==> src/design/mbsp_pkg.sv <==
// Shared types, byte codes and the message length table of the MIDI byte stream parser.
package mbsp_pkg;

	localparam logic [7:0] STATUS_BIT = 8'h80;
	localparam logic [7:0] SX_START   = 8'hF0;
	localparam logic [7:0] SX_END     = 8'hF7;
	localparam logic [7:0] RT_FIRST   = 8'hF8;
	localparam logic [7:0] NO_STATUS  = 8'h00;

	localparam int unsigned RESULT_FIFO_DEPTH = 4;

	typedef enum logic [1:0] {
		KIND_SHORT  = 2'd0,
		KIND_RT     = 2'd1,
		KIND_SYSEX  = 2'd2,
		KIND_CANCEL = 2'd3
	} kind_t;

	typedef enum logic [1:0] {
		LEN_UNDEF = 2'd0,
		LEN_ONE   = 2'd1,
		LEN_TWO   = 2'd2,
		LEN_THREE = 2'd3
	} msg_len_t;

	typedef struct packed {
		kind_t      kind;
		logic [7:0] status;
		logic [6:0] data1;
		logic [6:0] data2;
		logic       sysex_last;
	} result_t;

	// Results handed from the decoder to the result queue in one cycle.
	typedef struct packed {
		logic [1:0] cnt;
		result_t    r1;
		result_t    r0;
	} push_t;

	function automatic msg_len_t msg_len(input logic [7:0] st);
		msg_len_t len;
		case (st) inside
			[8'h80:8'hBF]: len = LEN_THREE;
			[8'hC0:8'hDF]: len = LEN_TWO;
			[8'hE0:8'hEF]: len = LEN_THREE;
			8'hF1, 8'hF3:  len = LEN_TWO;
			8'hF2:         len = LEN_THREE;
			8'hF6:         len = LEN_ONE;
			default:       len = LEN_UNDEF;
		endcase
		return len;
	endfunction

	function automatic result_t make_result(input kind_t k, input logic [7:0] st,
		input logic [6:0] d1, input logic [6:0] d2, input logic last);
		result_t r;
		r.kind       = k;
		r.status     = st;
		r.data1      = d1;
		r.data2      = d2;
		r.sysex_last = last;
		return r;
	endfunction

endpackage

==> src/design/mbsp_decode.sv <==
// Parser state and the single-pass decode of one registered input word.
module mbsp_decode import mbsp_pkg::*; (
	input  logic       clk,
	input  logic       arst_n,
	input  logic       adv,
	input  logic       cmd_s1,
	input  logic [7:0] byte_s1,
	output push_t      push
);

	logic       in_sysex_q, in_sysex_d;
	logic [1:0] pend_cnt_q, pend_cnt_d;
	logic [7:0] pend_status_q, pend_status_d;
	logic [6:0] pend_data1_q, pend_data1_d;
	msg_len_t   len_b, len_p;
	result_t    res [2];
	logic [1:0] n;

	assign len_b = msg_len(byte_s1);
	assign len_p = msg_len(pend_status_q);

	always_comb begin
		in_sysex_d    = in_sysex_q;
		pend_cnt_d    = pend_cnt_q;
		pend_status_d = pend_status_q;
		pend_data1_d  = pend_data1_q;
		res[0]        = '0;
		res[1]        = '0;
		n             = 2'd0;
		if (cmd_s1) begin
			pend_cnt_d = 2'd0;
			if (in_sysex_q) begin
				res[0]     = make_result(KIND_CANCEL, NO_STATUS, 7'd0, 7'd0, 1'b0);
				n          = 2'd1;
				in_sysex_d = 1'b0;
			end
		end else if (byte_s1 >= RT_FIRST) begin
			res[0] = make_result(KIND_RT, byte_s1, 7'd0, 7'd0, 1'b0);
			n      = 2'd1;
		end else if (byte_s1 == SX_START) begin
			pend_cnt_d = 2'd0;
			in_sysex_d = 1'b1;
			if (in_sysex_q) begin
				res[0] = make_result(KIND_SYSEX, SX_END, 7'd0, 7'd0, 1'b1);
				res[1] = make_result(KIND_SYSEX, SX_START, 7'd0, 7'd0, 1'b0);
				n      = 2'd2;
			end else begin
				res[0] = make_result(KIND_SYSEX, SX_START, 7'd0, 7'd0, 1'b0);
				n      = 2'd1;
			end
		end else if (in_sysex_q && ((byte_s1 & STATUS_BIT) == 8'h00)) begin
			res[0] = make_result(KIND_SYSEX, byte_s1, 7'd0, 7'd0, 1'b0);
			n      = 2'd1;
		end else if (in_sysex_q && byte_s1 == SX_END) begin
			res[0]     = make_result(KIND_SYSEX, SX_END, 7'd0, 7'd0, 1'b1);
			n          = 2'd1;
			in_sysex_d = 1'b0;
		end else if ((byte_s1 & STATUS_BIT) != 8'h00) begin
			// Any other status closes an open SysEx stream first, then is parsed normally.
			if (in_sysex_q) begin
				res[0]     = make_result(KIND_SYSEX, SX_END, 7'd0, 7'd0, 1'b1);
				in_sysex_d = 1'b0;
			end
			pend_cnt_d = 2'd0;
			n = {1'b0, in_sysex_q} + {1'b0, (len_b == LEN_ONE)};
			if (len_b == LEN_ONE) begin
				res[in_sysex_q] = make_result(KIND_SHORT, byte_s1, 7'd0, 7'd0, 1'b0);
			end else if (len_b != LEN_UNDEF) begin
				pend_status_d = byte_s1;
				pend_data1_d  = 7'd0;
				pend_cnt_d    = 2'd1;
			end
		end else begin
			if (pend_cnt_q == 2'd1) begin
				pend_data1_d = byte_s1[6:0];
				if (len_p == LEN_TWO) begin
					res[0] = make_result(KIND_SHORT, pend_status_q, byte_s1[6:0], 7'd0, 1'b0);
					n          = 2'd1;
					pend_cnt_d = 2'd0;
				end else begin
					pend_cnt_d = 2'd2;
				end
			end else if (pend_cnt_q == 2'd2) begin
				res[0] = make_result(KIND_SHORT, pend_status_q, pend_data1_q, byte_s1[6:0],
					1'b0);
				n          = 2'd1;
				pend_cnt_d = 2'd0;
			end
		end
	end

	always_ff @(posedge clk or negedge arst_n) begin
		if (!arst_n) begin
			in_sysex_q    <= 1'b0;
			pend_cnt_q    <= 2'd0;
			pend_status_q <= 8'h00;
			pend_data1_q  <= 7'd0;
		end else if (adv) begin
			in_sysex_q    <= in_sysex_d;
			pend_cnt_q    <= pend_cnt_d;
			pend_status_q <= pend_status_d;
			pend_data1_q  <= pend_data1_d;
		end
	end

	assign push.cnt = adv ? n : 2'd0;
	assign push.r0  = res[0];
	assign push.r1  = res[1];

endmodule

==> src/design/mbsp_result_fifo.sv <==
// Small result queue that takes up to two results per cycle and hands out one per cycle while pop is high.
module mbsp_result_fifo import mbsp_pkg::*; #(
	parameter int unsigned DEPTH = RESULT_FIFO_DEPTH
) (
	input  logic    clk,
	input  logic    arst_n,
	input  push_t   push,
	input  logic    pop,
	output logic    room2,
	output logic    not_empty,
	output result_t head
);

	localparam int unsigned PW = (DEPTH > 1) ? $clog2(DEPTH) : 1;
	localparam int unsigned CW = $clog2(DEPTH + 1);
	localparam logic [PW-1:0] LAST_PTR = PW'(DEPTH - 1);
	localparam logic [CW-1:0] ROOM_LIMIT = CW'(DEPTH - 2);

	result_t        entry_q [DEPTH];
	logic [PW-1:0]  wr_ptr_q, rd_ptr_q, wr_ptr_p1;
	logic [CW-1:0]  count_q;
	logic           do_pop;

	function automatic logic [PW-1:0] ptr_inc(input logic [PW-1:0] p);
		return (p == LAST_PTR) ? '0 : p + PW'(1);
	endfunction

	assign wr_ptr_p1 = ptr_inc(wr_ptr_q);
	assign do_pop    = pop && not_empty;
	assign not_empty = (count_q != '0);
	assign room2     = (count_q <= ROOM_LIMIT);
	assign head      = entry_q[rd_ptr_q];

	always_ff @(posedge clk) begin
		if (push.cnt != 2'd0) begin
			entry_q[wr_ptr_q] <= push.r0;
		end
		if (push.cnt == 2'd2) begin
			entry_q[wr_ptr_p1] <= push.r1;
		end
	end

	always_ff @(posedge clk or negedge arst_n) begin
		if (!arst_n) begin
			wr_ptr_q <= '0;
			rd_ptr_q <= '0;
			count_q  <= '0;
		end else begin
			if (push.cnt == 2'd1) begin
				wr_ptr_q <= wr_ptr_p1;
			end else if (push.cnt == 2'd2) begin
				wr_ptr_q <= ptr_inc(wr_ptr_p1);
			end
			if (do_pop) begin
				rd_ptr_q <= ptr_inc(rd_ptr_q);
			end
			count_q <= count_q + CW'(push.cnt) - CW'(do_pop);
		end
	end

endmodule

==> src/design/midi_byte_stream_parser.sv <==
// Top level of the MIDI byte stream parser: input register, decoder and result queue.
//
//  channel   direction  handshake            payload
//  input     in         in_valid / in_stall  command, data_byte
//  result    out        out_valid/out_stall  kind, status, data1, data2, sysex_last, source
//  config    in         cfg_wr_en            cfg_wr_data (source tag)
//
// A word is registered on acceptance and decoded from that register; when two queue entries
// are free it pushes up to two results into the queue, which holds four entries by default.
// One word per cycle is sustained while the output drains; the two results of one word
// leave by the single output port in turn, and the queue depth sets how long bursts last.
// in_stall rises while the registered word waits for two free queue entries.
// Reset clears the parser state and the queue at once; there is no clearing pass.
module midi_byte_stream_parser import mbsp_pkg::*; #(
	parameter int unsigned FIFO_DEPTH = RESULT_FIFO_DEPTH
) (
	input  logic       clk,
	input  logic       arst_n,
	input  logic       in_valid,
	output logic       in_stall,
	input  logic       command,
	input  logic [7:0] data_byte,
	output logic       out_valid,
	input  logic       out_stall,
	output logic [1:0] kind,
	output logic [7:0] status,
	output logic [6:0] data1,
	output logic [6:0] data2,
	output logic       sysex_last,
	output logic [3:0] source,
	input  logic       cfg_wr_en,
	input  logic [3:0] cfg_wr_data
);

	logic       valid_s1;
	logic       cmd_s1;
	logic [7:0] byte_s1;
	logic [3:0] source_q;
	logic       room2, adv, in_accept;
	push_t      push;
	result_t    head;

	assign adv       = valid_s1 && room2;
	assign in_stall  = valid_s1 && !room2;
	assign in_accept = in_valid && !in_stall;

	always_ff @(posedge clk or negedge arst_n) begin
		if (!arst_n) begin
			valid_s1 <= 1'b0;
		end else if (in_accept) begin
			valid_s1 <= 1'b1;
		end else if (adv) begin
			valid_s1 <= 1'b0;
		end
	end

	always_ff @(posedge clk) begin
		if (in_accept) begin
			cmd_s1  <= command;
			byte_s1 <= data_byte;
		end
	end

	always_ff @(posedge clk or negedge arst_n) begin
		if (!arst_n) begin
			source_q <= 4'd0;
		end else if (cfg_wr_en) begin
			source_q <= cfg_wr_data;
		end
	end

	mbsp_decode u_decode (
		.clk     (clk),
		.arst_n  (arst_n),
		.adv     (adv),
		.cmd_s1  (cmd_s1),
		.byte_s1 (byte_s1),
		.push    (push)
	);

	mbsp_result_fifo #(
		.DEPTH (FIFO_DEPTH)
	) u_fifo (
		.clk       (clk),
		.arst_n    (arst_n),
		.push      (push),
		.pop       (!out_stall),
		.room2     (room2),
		.not_empty (out_valid),
		.head      (head)
	);

	assign kind       = head.kind;
	assign status     = head.status;
	assign data1      = head.data1;
	assign data2      = head.data2;
	assign sysex_last = head.sysex_last;
	assign source     = source_q;

endmodule

==> config.mk <==
export PLATFORM = sky130hd
export DESIGN_NAME = midi_byte_stream_parser
export DESIGN_NICKNAME = d
export VERILOG_FILES = /design/src/design/mbsp_pkg.sv /design/src/design/mbsp_decode.sv /design/src/design/mbsp_result_fifo.sv /design/src/design/midi_byte_stream_parser.sv
export SDC_FILE = /design/constraint.sdc
export NUM_CORES = 1
export LEC_CHECK = 0
export ABC_AREA = 1
export BUFFER_PORTS_ARGS = -buffer_cell sky130_fd_sc_hd__buf_2
export CELL_PAD_IN_SITES_DETAIL_PLACEMENT = 2
export CELL_PAD_IN_SITES_GLOBAL_PLACEMENT = 2
export CORE_ASPECT_RATIO = 1.2
export CORE_MARGIN = 5
export CORE_UTILIZATION = 40
export CTS_BUF_LIST = sky130_fd_sc_hd__clkbuf_8
export DETAILED_ROUTE_END_ITERATION = 6
export PLACE_DENSITY = 0.9
export SYNTH_ARGS = -nofsm -noshare
export SYNTH_HDL_FRONTEND = slang
export SYNTH_SLANG_ARGS = --single-unit
==> constraint.sdc <==
create_clock -name clk -period 4.3 [get_ports clk]
set_input_delay 0.215 -clock clk [delete_from_list [all_inputs] [get_ports clk]]
set_output_delay 0.215 -clock clk [all_outputs]
set_load 0.02 [all_outputs]
==> results.sh <==
export IMPL_outcome="finished clean"
export IMPL_clk_pin_slew_ns=0.09
export IMPL_whs_path_depth=2
export IMPL_drc=0
export IMPL_clock_latency_ns=0.47
export IMPL_worst_path_max_fanout=22
export IMPL_synthCells=720
export IMPL_synth_area_leader_cell="edfxtp_1"
export IMPL_finalSetupViolations=0
export IMPL_antenna_found_initial=0
export IMPL_drt_iter0_markers=430
export IMPL_rsz0062_at_grt="false"
export IMPL_hold_path_end="source[3]"
export IMPL_maxCapViolations=0
export IMPL_max_vdd_ir_drop_mv=0.283
export IMPL_cp_slowest_cell="inv_1"
export IMPL_dr_wl_met3_um=1170
export IMPL_cpLargestDelayFamily="simple AND/OR/NAND/NOR gates"
export IMPL_top_layer="met4"
export IMPL_grt_overflow=0
export IMPL_instances_no_fill=1005
export IMPL_fin_crit_ns=3.95
export IMPL_synth_seq_cells=139
export IMPL_rr_endpoint="u_fifo.entry_q[0][19]"
export IMPL_synth_seq_area_share=0.590
export IMPL_syn2layout_area_growth_pct=13.9
export IMPL_grt_max_degree=53
export IMPL_nFillCells=1811
export IMPL_cts_max_path_buffers=2
export IMPL_min_path_type="input port to register"
export IMPL_reg2reg_depth=16
export IMPL_cp_required_ns=4.62
export IMPL_dp_hpwl_um=15800
export IMPL_worst_pin_slew_ns=0.923
export IMPL_post_cts_setup_buffers=0
export IMPL_cp_data_arrival_time_ns=4.27
export IMPL_critical_path_max_stage_delay_ns=0.74
export IMPL_synth_area_leaders="edfxtp_1 (48%), dfrtp_1 (11%), nor2_1 (7.8%)"
export IMPL_reg2reg_slack_ns=0.35
export IMPL_min_from="cfg_wr_en"
export IMPL_detail_route_antenna_nets=0
export IMPL_firstDrtPassIters=5
export IMPL_path_common_cell="nand2_1"
export IMPL_grt_pass1_wl_um=37200
export IMPL_cts_resized=0
export IMPL_coreArea_um2=16900
export IMPL_vias_per_cell=5.62
export IMPL_io_buffers=48
export IMPL_drv_slew=0
export IMPL_timing_final_crit_share=0.919
export IMPL_grt_usage=0.249
export IMPL_die_area_um2=19800
export IMPL_drive_gt1_frac=0.148
export IMPL_pre_cts_slack_ns=0.588
export IMPL_met2_length_um=12500
export IMPL_dp_cells=958
export IMPL_finClkSkew_ns=0.0120
export IMPL_ys_types=37
export IMPL_whs_ns=0.0776
export IMPL_wl_per_cell_um=23.6
export IMPL_p_leak_nw=3.42
export IMPL_drt_total_wl_um=23700
export IMPL_slew_headroom=0.385
export IMPL_fin_setup_tns_ns=0
export IMPL_finalHoldViolations=0
export IMPL_finalNetCount=811
export IMPL_syn_area_per_cell_um2=9.48
export IMPL_syn_nets=755
export IMPL_cts_tree="yes"
export IMPL_rows=52
export IMPL_clock_root_buffer="clkbuf_8"
export IMPL_ios=49
export IMPL_fin_ws_ns=0.346
export IMPL_seq_area_um2=4020
export IMPL_gp_congestion=0.882
export IMPL_syn_area_um2=6820
export IMPL_die_y_um=153
export IMPL_vias=5650
export IMPL_fp_dieW_um=129
export IMPL_multi_input_area_um2=2480
export IMPL_htreeDepth=4
export IMPL_crit_path_end_kind="register"
export IMPL_synth_top_area_frac=0.480
export IMPL_cellPowerDensity_nw_per_um2=599
export IMPL_path_buf_inv=4
export IMPL_cts_sinks=139
export IMPL_path_cells="inv_2 -> nand2_1 -> nor3_1 -> nand2_1 -> inv_1 -> ha_1 -> nand2_1 -> nand3_1 -> a21oi_1 -> nor2_1 -> inv_1 -> ha_1 -> nand2_1 -> inv_1 -> nand2_1 -> nand2_1"
export IMPL_grt_pass1_vias=6369
export IMPL_critPathKind="register to register"
export IMPL_start_util=0.405
export IMPL_r2r_start="byte_s1[0]"
export IMPL_cp_start_kind="register"
export IMPL_num_antenna_cells=0
export IMPL_max_freq_mhz=253
export IMPL_m1WireLength_um=9120
export IMPL_yosysWarnings=0
export IMPL_numCtsBuffers=17
[layout make-up]
| cell class | instances | share of cell area |
|---|---|---|
| Clock inverter | 15 | 0.0171 |
| Clock buffer | 17 | 0.0301 |
| Multi-Input combinational cell | 498 | 0.319 |
| Tap cell | 216 | 0.0348 |
| Sequential cell | 139 | 0.518 |
| Timing Repair Buffer | 69 | 0.0560 |
| Inverter | 51 | 0.0246 |
[what timing repair did]
item / in CTS / in global routing
hold buffers: 15 / 0
endpoints found under the setup margin: 0 / 0
endpoints found under the hold margin: 44 / 0
[synthesized netlist by cell type, drive strengths merged]
cell	number
nor2	145
nand2	138
edfxtp	109
o21ai	79
nand3	61
inv	50
dfrtp	30
clkbuf	25
o22ai	25
ha	16
a21oi	11
buf	7
nor3	6
mux2	4
nand4	3
or2	2
xor2	2
a211oi	1
a31oi	1
clkinv	1
fa	1
nand3b	1
o31ai	1
xnor2	1
[state kept, by name, indices dropped and copies added, names as in the netlist]
signal	flops
byte_s1	8
cmd_s1	1
source	4
u_decode.in_sysex_q	1
u_decode.pend_cnt_q	2
u_decode.pend_data1_q	7
u_decode.pend_status_q	8
u_fifo.count_q	3
u_fifo.entry_q	100
u_fifo.rd_ptr_q	2
u_fifo.wr_ptr_q	2
valid_s1	1
[report_power, final]
group / leakage [nW] / switching (mW) / total (mW) / internal (mW)
combinational: 1.86 / 1.26 / 1.77 / 0.511
sequential: 1.38 / 0.188 / 1.85 / 1.66
clock: 0.179 / 0.609 / 1.03 / 0.420
total: 3.42 / 2.06 / 4.65 / 2.59
[routing by layer]
layer	vias up	GRT usage
met4	0	0.108
met1	2839	0.297
met5	-	0
li1	2554	-
met3	63	0.0447
met2	194	0.437
[logic make-up after synthesis]
logic type | Yosys count | share of synthesized area
buffers and inverters | 83 | 0.0486
and+or+nand+nor | 356 | 0.220
adders and majority gates | 17 | 0.0323
xor gates and xnor gates | 3 | 0.00385
AOI/OAI and AO/OA | 118 | 0.0992
muxes | 4 | 0.00660
DFF | 139 | 0.590
[per-stage QoR]
stage / area [um^2] / utilization / power [mW]
final: 7770 / 0.461 / 4.65
after floorplan: 6820 / - / 2.97
after CTS: 7770 / 0.461 / 4.68
after global placement: 7250 / 0.430 / 3.46
after global routing: 7770 / 0.461 / 4.94
after detailed placement: 7250 / 0.430 / 3.62
[placed cells by master (no fill, tap or decap), types with 2 or more instances in the layout]
cell / instances
edfxtp_1: 109
or2_2: 2
buf_2: 48
clkbuf_8: 17
nand2_2: 2
inv_6: 4
nor3_1: 4
nor2_2: 2
mux2_2: 4
nor2_1: 142
clkinv_1: 2
inv_1: 46
nand4_1: 2
dlygate4sd3_1: 15
o21ai_0: 69
clkinv_4: 3
o21ai_2: 9
o22ai_1: 25
nand2_1: 135
inv_8: 4
dfrtp_1: 30
a21oi_1: 11
xor2_1: 2
ha_1: 16
inv_2: 4
nor3_2: 2
nand3_1: 60
clkinvlp_4: 3
buf_4: 6
[worst max path at each step]
stage                                 end  cells after the start              startpoint  slack [ns]
global placement    u_fifo.entry_q[3][24]                     14              byte_s1[6]        0.96
finish              u_fifo.entry_q[0][19]                     16              byte_s1[0]        0.35
floorplan            u_fifo.entry_q[0][0]                     12              byte_s1[6]        0.30
detailed placement  u_fifo.entry_q[3][24]                     14              byte_s1[5]        0.59
global route        u_fifo.entry_q[0][19]                     15  u_decode.pend_cnt_q[1]        0.12
CTS                 u_fifo.entry_q[0][19]                     15  u_decode.pend_cnt_q[1]        0.39
Power figures use the tool's default switching activity.
